File: src/rtl/dtcr_pkg.sv
`default_nettype none

package dtcr_pkg;

    localparam int DepthW = 16;
    localparam int ThreshW = 16;
    localparam int ColorW = 8;
    localparam int CfgIndexW = 2;

    // Quotient bits resolved per divider stage; the quotient is DepthW bits wide.
    localparam int DivStageBits = 2;
    localparam int DivStages = DepthW / DivStageBits;

    localparam logic [CfgIndexW-1:0] CfgMinThreshold = 2'd0;
    localparam logic [CfgIndexW-1:0] CfgMaxThreshold = 2'd1;

    localparam logic [ThreshW-1:0] MinThresholdReset = 16'd855;
    localparam logic [ThreshW-1:0] MaxThresholdReset = 16'd1000;

    typedef struct packed {
        logic [DepthW-1:0] rem;
        logic [DepthW-1:0] dsr;
        logic [DepthW-1:0] quo;
        logic              zero;
        logic              sat;
    } div_item_t;

endpackage

`default_nettype wire

File: src/rtl/dtcr_if.sv
`default_nettype none

interface dtcr_sample_if;
    logic                          valid;
    logic                          ready;
    logic [dtcr_pkg::DepthW-1:0]   depth;

    modport source (output valid, output depth, input ready);
    modport sink (input valid, input depth, output ready);
endinterface

interface dtcr_pixel_if;
    logic                          valid;
    logic                          ready;
    logic [dtcr_pkg::ColorW-1:0]   red;
    logic [dtcr_pkg::ColorW-1:0]   green;
    logic [dtcr_pkg::ColorW-1:0]   blue;
    logic [dtcr_pkg::ColorW-1:0]   level;

    modport source (output valid, output red, output green, output blue, output level,
                    input ready);
    modport sink (input valid, input red, input green, input blue, input level,
                  output ready);
endinterface

`default_nettype wire

File: src/rtl/dtcr_div_stage.sv
`default_nettype none

module dtcr_div_stage (
    input  wire logic                  clk,
    input  wire logic                  rst_n,
    input  wire logic                  in_valid,
    output logic                       in_ready,
    input  wire dtcr_pkg::div_item_t   in_item,
    output logic                       out_valid,
    input  wire logic                  out_ready,
    output dtcr_pkg::div_item_t        out_item
);

    logic                 valid_reg;
    dtcr_pkg::div_item_t  item_reg;
    dtcr_pkg::div_item_t  item_next;
    logic                 en;

    // Restoring division: the remainder stays below the divisor, so each step
    // doubles it, subtracts the divisor when it fits and shifts in one quotient bit.
    always_comb
    begin
        logic [dtcr_pkg::DepthW:0] dbl;
        item_next = in_item;
        for (int i = 0; i < dtcr_pkg::DivStageBits; i++)
        begin
            dbl = {item_next.rem, 1'b0};
            if (dbl >= {1'b0, item_next.dsr})
            begin
                item_next.rem = dtcr_pkg::DepthW'(dbl - {1'b0, item_next.dsr});
                item_next.quo = {item_next.quo[dtcr_pkg::DepthW-2:0], 1'b1};
            end
            else
            begin
                item_next.rem = dbl[dtcr_pkg::DepthW-1:0];
                item_next.quo = {item_next.quo[dtcr_pkg::DepthW-2:0], 1'b0};
            end
        end
    end

    assign en = !valid_reg || out_ready;
    assign in_ready = en;
    assign out_valid = valid_reg;
    assign out_item = item_reg;

    always_ff @(posedge clk or negedge rst_n)
    begin
        if (!rst_n)
        begin
            valid_reg <= 1'b0;
        end
        else if (en)
        begin
            valid_reg <= in_valid;
        end
    end

    always_ff @(posedge clk)
    begin
        if (en && in_valid)
        begin
            item_reg <= item_next;
        end
    end

endmodule

`default_nettype wire

File: src/rtl/depth_to_color_ramp.sv
// Maps each raw depth sample to an RGB ramp color and a grey level. The sample
// is normalized against the two thresholds into a 17-bit fraction (clamped to
// 0..1.0), then colored. One sample is taken per clock when the output is not
// stalled, and each result passes through one setup stage, eight stages of a
// restoring divider that resolve two quotient bits each, one stage of constant
// products and the output register. A stall on the output backs up stage by
// stage, so empty stages still fill. Thresholds are written through
// cfg_we/cfg_index/cfg_wdata and should change only while no sample is in
// flight.
`default_nettype none

module depth_to_color_ramp (
    input  wire logic                               clk,
    input  wire logic                               rst_n,
    input  wire logic                               cfg_we,
    input  wire logic [dtcr_pkg::CfgIndexW-1:0]     cfg_index,
    input  wire logic [dtcr_pkg::ThreshW-1:0]       cfg_wdata,
    dtcr_sample_if.sink                             sample,
    dtcr_pixel_if.source                            pixel
);

    localparam int DW = dtcr_pkg::DepthW;
    localparam int NS = dtcr_pkg::DivStages;

    logic [dtcr_pkg::ThreshW-1:0] min_threshold_reg;
    logic [dtcr_pkg::ThreshW-1:0] max_threshold_reg;

    always_ff @(posedge clk or negedge rst_n)
    begin
        if (!rst_n)
        begin
            min_threshold_reg <= dtcr_pkg::MinThresholdReset;
            max_threshold_reg <= dtcr_pkg::MaxThresholdReset;
        end
        else if (cfg_we)
        begin
            if (cfg_index == dtcr_pkg::CfgMinThreshold)
            begin
                min_threshold_reg <= cfg_wdata;
            end
            if (cfg_index == dtcr_pkg::CfgMaxThreshold)
            begin
                max_threshold_reg <= cfg_wdata;
            end
        end
    end

    // Divider chain; index 0 is the setup stage.
    logic                 div_valid [0:NS];
    logic                 div_ready [0:NS];
    dtcr_pkg::div_item_t  div_item [0:NS];

    // Setup stage: decide the clamped cases and reduce the rest to an unsigned
    // division whose dividend is below its divisor.
    logic                 s0_valid_reg;
    dtcr_pkg::div_item_t  s0_item_reg;
    dtcr_pkg::div_item_t  s0_item_next;
    logic                 s0_en;

    always_comb
    begin
        s0_item_next.rem = '0;
        s0_item_next.dsr = '1;
        s0_item_next.quo = '0;
        s0_item_next.zero = 1'b0;
        s0_item_next.sat = 1'b0;
        if (min_threshold_reg == max_threshold_reg)
        begin
            s0_item_next.zero = 1'b1;
        end
        else if (max_threshold_reg > min_threshold_reg)
        begin
            if (sample.depth <= min_threshold_reg)
            begin
                s0_item_next.zero = 1'b1;
            end
            else if (sample.depth >= max_threshold_reg)
            begin
                s0_item_next.sat = 1'b1;
            end
            else
            begin
                s0_item_next.rem = sample.depth - min_threshold_reg;
                s0_item_next.dsr = max_threshold_reg - min_threshold_reg;
            end
        end
        else
        begin
            // Inverted thresholds: the ramp runs from min down to max.
            if (sample.depth >= min_threshold_reg)
            begin
                s0_item_next.zero = 1'b1;
            end
            else if (sample.depth <= max_threshold_reg)
            begin
                s0_item_next.sat = 1'b1;
            end
            else
            begin
                s0_item_next.rem = min_threshold_reg - sample.depth;
                s0_item_next.dsr = min_threshold_reg - max_threshold_reg;
            end
        end
    end

    assign s0_en = !s0_valid_reg || div_ready[0];
    assign sample.ready = s0_en;
    assign div_valid[0] = s0_valid_reg;
    assign div_item[0] = s0_item_reg;

    always_ff @(posedge clk or negedge rst_n)
    begin
        if (!rst_n)
        begin
            s0_valid_reg <= 1'b0;
        end
        else if (s0_en)
        begin
            s0_valid_reg <= sample.valid;
        end
    end

    always_ff @(posedge clk)
    begin
        if (s0_en && sample.valid)
        begin
            s0_item_reg <= s0_item_next;
        end
    end

    for (genvar k = 0; k < NS; k++)
    begin : g_div
        dtcr_div_stage u_stage (
            .clk       (clk),
            .rst_n     (rst_n),
            .in_valid  (div_valid[k]),
            .in_ready  (div_ready[k]),
            .in_item   (div_item[k]),
            .out_valid (div_valid[k+1]),
            .out_ready (div_ready[k+1]),
            .out_item  (div_item[k+1])
        );
    end

    // Product stage: constant multiplies of the fraction for each channel.
    logic               p_valid_reg;
    logic [23:0]        p_red_reg;
    logic [24:0]        p_green_reg;
    logic [23:0]        p_blue_reg;
    logic [23:0]        p_level_reg;
    logic [23:0]        p_red_next;
    logic [24:0]        p_green_next;
    logic [23:0]        p_blue_next;
    logic [23:0]        p_level_next;
    logic               p_en;
    logic               out_en;

    always_comb
    begin
        logic [DW:0]   frac;
        logic [DW+1:0] two_a;
        logic [DW:0]   lo_span;
        logic [DW:0]   t;
        logic [DW:0]   hi_span;
        if (div_item[NS].zero)
        begin
            frac = '0;
        end
        else if (div_item[NS].sat)
        begin
            frac = {1'b1, {DW{1'b0}}};
        end
        else
        begin
            frac = {1'b0, div_item[NS].quo};
        end
        two_a = {frac, 1'b0};
        lo_span = (DW+1)'(18'd65536 - two_a);
        t = (DW+1)'(two_a - 18'd65536);
        hi_span = 17'd65536 - t;
        p_level_next = 24'd255 * 24'(frac);
        if (!frac[DW] && !frac[DW-1])
        begin
            p_red_next = 24'd255 * 24'(lo_span);
            p_green_next = 25'd33423360;
            p_blue_next = '0;
        end
        else
        begin
            p_red_next = 24'd51 * 24'(hi_span);
            p_green_next = 25'd33423360 - 25'd459 * 25'(t);
            p_blue_next = 24'd255 * 24'(t);
        end
    end

    assign p_en = !p_valid_reg || out_en;
    assign div_ready[NS] = p_en;

    always_ff @(posedge clk or negedge rst_n)
    begin
        if (!rst_n)
        begin
            p_valid_reg <= 1'b0;
        end
        else if (p_en)
        begin
            p_valid_reg <= div_valid[NS];
        end
    end

    always_ff @(posedge clk)
    begin
        if (p_en && div_valid[NS])
        begin
            p_red_reg <= p_red_next;
            p_green_reg <= p_green_next;
            p_blue_reg <= p_blue_next;
            p_level_reg <= p_level_next;
        end
    end

    // Output register: the floors are the upper bits of the products.
    logic                           o_valid_reg;
    logic [dtcr_pkg::ColorW-1:0]    o_red_reg;
    logic [dtcr_pkg::ColorW-1:0]    o_green_reg;
    logic [dtcr_pkg::ColorW-1:0]    o_blue_reg;
    logic [dtcr_pkg::ColorW-1:0]    o_level_reg;

    assign out_en = !o_valid_reg || pixel.ready;

    always_ff @(posedge clk or negedge rst_n)
    begin
        if (!rst_n)
        begin
            o_valid_reg <= 1'b0;
        end
        else if (out_en)
        begin
            o_valid_reg <= p_valid_reg;
        end
    end

    always_ff @(posedge clk)
    begin
        if (out_en && p_valid_reg)
        begin
            o_red_reg <= p_red_reg[23:16];
            o_green_reg <= p_green_reg[24:17];
            o_blue_reg <= p_blue_reg[23:16];
            o_level_reg <= p_level_reg[23:16];
        end
    end

    assign pixel.valid = o_valid_reg;
    assign pixel.red = o_red_reg;
    assign pixel.green = o_green_reg;
    assign pixel.blue = o_blue_reg;
    assign pixel.level = o_level_reg;

endmodule

`default_nettype wire

File: src/flat_wrapper.sv
// flat-port wrapper written by rule: the top's interface ports become plain ports
module depth_to_color_ramp_flat 
  (clk, rst_n, cfg_we, cfg_index, cfg_wdata, sample_valid, sample_depth, sample_ready, pixel_valid, pixel_red, pixel_green, pixel_blue, pixel_level, pixel_ready);
  dtcr_sample_if sample_i ();
  dtcr_pixel_if pixel_i ();
  input  wire logic clk;
  input  wire logic rst_n;
  input  wire logic cfg_we;
  input  wire logic [dtcr_pkg::CfgIndexW-1:0] cfg_index;
  input  wire logic [dtcr_pkg::ThreshW-1:0] cfg_wdata;
  input wire logic [$bits(sample_i.valid)-1:0] sample_valid;
  input wire logic [$bits(sample_i.depth)-1:0] sample_depth;
  output wire logic [$bits(sample_i.ready)-1:0] sample_ready;
  output wire logic [$bits(pixel_i.valid)-1:0] pixel_valid;
  output wire logic [$bits(pixel_i.red)-1:0] pixel_red;
  output wire logic [$bits(pixel_i.green)-1:0] pixel_green;
  output wire logic [$bits(pixel_i.blue)-1:0] pixel_blue;
  output wire logic [$bits(pixel_i.level)-1:0] pixel_level;
  input wire logic [$bits(pixel_i.ready)-1:0] pixel_ready;
  assign sample_i.valid = sample_valid;
  assign sample_i.depth = sample_depth;
  assign sample_ready = sample_i.ready;
  assign pixel_valid = pixel_i.valid;
  assign pixel_red = pixel_i.red;
  assign pixel_green = pixel_i.green;
  assign pixel_blue = pixel_i.blue;
  assign pixel_level = pixel_i.level;
  assign pixel_i.ready = pixel_ready;
  depth_to_color_ramp u_core (.clk(clk), .rst_n(rst_n), .cfg_we(cfg_we), .cfg_index(cfg_index), .cfg_wdata(cfg_wdata), .sample(sample_i), .pixel(pixel_i));
endmodule
File: config.mk
export PLATFORM = sky130hd
export DESIGN_NAME = depth_to_color_ramp_flat
export DESIGN_NICKNAME = d
export VERILOG_FILES = /design/src/rtl/dtcr_pkg.sv /design/src/rtl/dtcr_if.sv /design/src/rtl/dtcr_div_stage.sv /design/src/rtl/depth_to_color_ramp.sv /design/src/flat_wrapper.sv
export SDC_FILE = /design/constraint.sdc
export NUM_CORES = 2
export LEC_CHECK = 0
export ABC_AREA = 1
export BUFFER_PORTS_ARGS = -buffer_cell sky130_fd_sc_hd__buf_2
export CORE_MARGIN = 3
export CORE_UTILIZATION = 23
export CTS_CLUSTER_SIZE = 12
export DETAILED_ROUTE_END_ITERATION = 12
export SLEW_MARGIN = 10
export SYNTH_ARGS = -nofsm -noshare
export SYNTH_HDL_FRONTEND = slang
export SYNTH_SLANG_ARGS = --single-unit
File: constraint.sdc
create_clock -name clk -period 15.1 [get_ports clk]
set_input_delay 3.02 -clock clk [delete_from_list [all_inputs] [get_ports clk]]
set_output_delay 3.02 -clock clk [all_outputs]
set_load 0.05 [all_outputs]
## Word-level counts from Yosys, hierarchy flattened

Index checks and enable logic that the tools add are counted.

| operators by class | value |
|---|---|
| add/sub/neg operators | 23 |
| multipliers | 5 |
| divide/modulo/power cells | 0 |
| $lt $le $gt $ge | 21 |
| equality and inequality tests | 2 |
| shift-type cells | 0 |
| mux-type cells | 46 |
| bitwise logic cells | 0 |
| reductions and logical operators | 39 |

Operators with widths:

| operator | number |
|---|---|
| $sub 16x16->16 | 19 |
| $ge 17x16->1 | 16 |
| $mux 16 | 15 |
| $mux 32 | 5 |
| $mul 8x17->24 const A | 3 |
| $mux 17 | 2 |
| $sub 17x17->17 const A | 2 |
| $ge 16x16->1 | 2 |
| $le 16x16->1 | 2 |
| $mul 9x17->25 const A | 1 |
| $sub 25x25->25 const A | 1 |
| $mul 6x17->23 const A | 1 |
| $mux 23 | 1 |
| $mux 1 | 22 |
| $sub 17x17->17 const B | 1 |
| $eq 16x16->1 | 1 |
| $gt 16x16->1 | 1 |
| $logic_not 1->1 | 13 |
| $logic_and 1x1->1 | 12 |
| $logic_or 1x1->1 | 11 |
| $reduce_and 2->1 | 2 |
| $eq 2x1->1 const B | 1 |
| $logic_not 2->1 | 1 |
| $mux 2 | 1 |

| storage, ports and cells | value |
|---|---|
| register bits after elaboration | 518 |
| latch bits | 0 |
| bits in writable memories | 0 |
| ROM bits | 0 |
| input bits | 39 |
| logic and storage cells | 207 |
| memories | 0 |

## Logic depth before layout (Yosys ltp)

| logic depth | value |
|---|---|
| word-level depth | 13 |
| depth in mapped cells | 36 |
| gate-level depth less buffers | 35 |

## By module

A second synthesis with hierarchy kept.

| second synthesis, totals | value |
|---|---|
| cells, all modules | 6772 |
| area total of the unflattened synthesis | 53357.4 sq um |

By module, submodules not included:

| module | times used | cells each | area an instance (sq um) | sequential area each (sq um) |
|---|---|---|---|---|
| depth_to_color_ramp | 1 | 2816 | 21892.2 | 3834.9 |
| dtcr_div_stage (u_core.g_div[4].u_stage ...) | 4 | 487 | 3945.0 | 1526.5 |
| dtcr_div_stage (u_core.g_div[0].u_stage ...) | 4 | 502 | 3921.3 | 1526.5 |

## Least setup slack after synthesis

No wires, ideal clock.

| timing | value |
|---|---|
| path type | input-to-output |
| start | in pixel_ready |
| end | out sample_ready |
| arrival time | 4.333 ns |
| required time | 12.080 ns |
| slack | 7.747 ns |
| cell stages on the path | 10 |
| path buffers | 0 |
| cell sequence | nor2_1 > nand3_1 > nor2_2 > nand2_1 > nor2_1 > nand2_1 > nor2_2 > nand2_1 > nor2_2 > nand2_1 |

| between the ends | value |
|---|---|
| word-level cells in the longest chain between the ends | 11 |

RTL lines:

| what | line | source |
|---|---|---|
| start, declared | flat_wrapper.sv:19 | `input wire logic [$bits(pixel_i.ready)-1:0] pixel_ready;` |
| $logic_or 1x1->1 | depth_to_color_ramp.sv:229 | `assign out_en = !o_valid_reg \|\| pixel.ready;` |
| $logic_or 1x1->1 | depth_to_color_ramp.sv:196 | `assign p_en = !p_valid_reg \|\| out_en;` |
| $logic_or 1x1->1 (8 in a row) | dtcr_div_stage.sv:41 | `assign en = !valid_reg \|\| out_ready;` |
| $logic_or 1x1->1 | depth_to_color_ramp.sv:106 | `assign s0_en = !s0_valid_reg \|\| div_ready[0];` |
| end, declared | flat_wrapper.sv:13 | `output wire logic [$bits(sample_i.ready)-1:0] sample_ready;` |

No other way between the ends.

## Worst setup path in the final report

Ends and elaborated chain as after synthesis.

==> out/metrics.cfg <==
[run_status]
status = finished, final reports clean

[timing]
finalCritPeriodShare = 0.533
setup_tns_ps = 0
rsz0062_at_grt = false
period_needed_ps = 8040
max_slew_margin = 0.266
skew_ps = 25.2
max_freq_mhz = 124
finalMaxSlewViolations = 0
max_slew.worst_pin.slew_ps = 1100
setup_violations = 0
hold_viol = 0

[route]
vias_per_cell = 4.45
vias = 39183
drc_errors = 0
postRouteAntennaNets = 0
drtIter0Drc = 2360
route.detailed.wl_per_inst_um = 14.7
firstDrtPassIters = 6
routed_wl_mm = 129

[floorplanning]
fp.coreArea_mm2 = 0.203
initial_core_util = 0.232
die_w_um = 458
dieArea_mm2 = 0.210
die_y_um = 458
io_pins = 73
rows = 165

[worst_setup_path]
worstPathRequired_ps = 12080
path_cells = buf_2 -> nor2_1 -> nand3_1 -> nor2_2 -> nand2_1 -> nor2_1 -> nand2_1 -> nor2_2 -> nand2_1 -> nor2_2 -> nand2_1 -> buf_2
crit_path_max_incr_delay_ps = 260
end_kind = output pin
cpMostUsedCell = nand2_1
crit_arrival_ps = 5020
critPathMaxFanout = 4
path_delay_family = simple AND/OR/NAND/NOR gates
crit_type = primary input to output pin
cpMaxStageDelayCell = nor2_2
critPathLaunchType = primary input
crit_buf_inv = 2

[layout]
fin_nets = 6919
fin_cells = 8804
layout-drive-gt1-share = 0.0633
syn_to_final_growth_pct = 10.8
fill_cells = 22153
largest_reg_flops = 312
most-common-layout-cells = nand2_1, inv_1, ha_1, edfxtp_1, nand3_1
final_common_cell = nand2_1
seq_area_mm2 = 0.0134
multi_input_area_mm2 = 0.0295

[placement]
io_buffers = 72
gp_congestion = 0.927
dp_cells = 8713
place_hpwl_mm = 108

[cts]
cts_setup_buffers = 0
cts_resized = 0
clk_pin_slew_ps = 70
clockRootBuffer = clkbuf_16
cts.sinks = 453
cts_tree = done
clk_path_buf_depth = 3
htreeDepth = 2
cts_hold_buf = 0
clkLatencyLatePin_ps = 650
cts_buffers = 53

[logic_synthesis]
ys_warn_count = 0
ys_ff_latch = 453
syn-num-nets = 6851
yosysUniqueCellTypes = 62
synthCells = 6029
seq_area_frac_synth = 0.285
netlist_area_mm2 = 0.0470
syn_avg_cell_area_um2 = 7.80

[grt]
grt_pass1_vias = 38912
grtUsageTotal = 0.122
antenna_found_initial = 1
overflow = 0
grt_pass1_wl_mm = 208
grt_max_degree = 49

[hold_path]
hp-class = flip-flop to flip-flop

[job]
max_cap_viol_count = 0

## synth_stat cells, drive strengths merged
cell,count,area [µm²]
a31oi,16,100
nand3b,34,255
ha,573,7170
o2111ai,1,8.76
o21a,20,150
o211ai,2,15.0
a221oi,1,8.76
dfrtp,30,751
a41oi,2,17.5
clkbuf,19,75.1
a211oi,2,15.0
o21bai,37,278
a31o,2,17.5
o21ai,272,1400
nor2,391,1600
a21o,20,150
and2,7,43.8
xor2,154,1390
and3,7,43.8
a21boi,3,22.5
o31ai,8,65.1
nor4,10,62.6
clkinv,4,15.0
edfxtp,410,12300
nor3,44,230
fa,210,4200
nand2,1722,6680
a21oi,402,2030
buf,51,409
dfstp,13,342
xnor2,64,568
or2,44,275
nor3b,3,27.5
inv,975,3660
nand3,412,2140
nand4,64,458
## path summary, 6_finish.rpt
path                                                          startpoint                                            end  slack [ps]  depth (start not counted)
min in group asynchronous                                          rst_n        u_core.max_threshold_reg[0]$_DFFE_PN0P_        2450                          2
setup / recovery                                             pixel_ready                                   sample_ready        7060                         12
hold / removal             u_core.g_div[4].u_stage.out_item[4]$_DFFE_PP_  u_core.g_div[5].u_stage.out_item[6]$_DFFE_PP_         410                          0
max in group asynchronous                                          rst_n                 u_core.pixel.valid$_DFFE_PN0P_       12190                          2
setup reg to reg           u_core.g_div[7].u_stage.out_item[0]$_DFFE_PP_                 u_core.p_red_reg[22]$_DFFE_PP_        7810                         28
hold reg to reg            u_core.g_div[4].u_stage.out_item[4]$_DFFE_PP_  u_core.g_div[5].u_stage.out_item[6]$_DFFE_PP_         410                          0
## per-stage QoR
stage	hold slack, ps	util	instance area [µm²]	worst slack [ps]
6_report	411	0.257	52100	7060
5_1_grt	422	0.257	52100	6790
4_1_cts	418	0.257	52000	7010
3_5_place_dp	405	0.248	50300	7010
3_3_place_gp	401	0.248	50300	7010
2_1_floorplan	400	-	47000	7750
## cell type report
class                   count  share of cell area
diodes                      2           0.0000961
multi-input cells        4527               0.566
clock buffers              61              0.0265
inverters                 979              0.0707
flip-flops and latches    453               0.257
clock inverters            27             0.00630
well taps                2672              0.0642
repair buffers             83             0.00865
## cell families after synthesis
kind of cell / synth area share
AOI/OAI and AO/OA: 0.0911
buffers and inverters: 0.0886
adders and majority gates: 0.242
and+or+nand+nor: 0.252
xor gates and xnor gates: 0.0417
DFF: 0.285
## per-layer routing
layer,GRT usage,vias to the layer above,wire length [µm]
met5,0,-,0
met1,0.162,18418,60600
li1,-,19773,-
met3,0.0143,177,5390
met4,0.0327,0,3220
met2,0.207,815,60100
## worst register-to-register path: cells and delay by family (launching register included)
family,cells,cell delay [ps]
fa+ha+maj,6,2890
simple gates,11,1930
buf+inv,7,880
xor+xnor,1,610
flops,1,430
compound gates,3,330
Power is left out: the tool's default activity adds up to more than one toggle a clock period on the data nets, which glitch-free logic cannot reach.
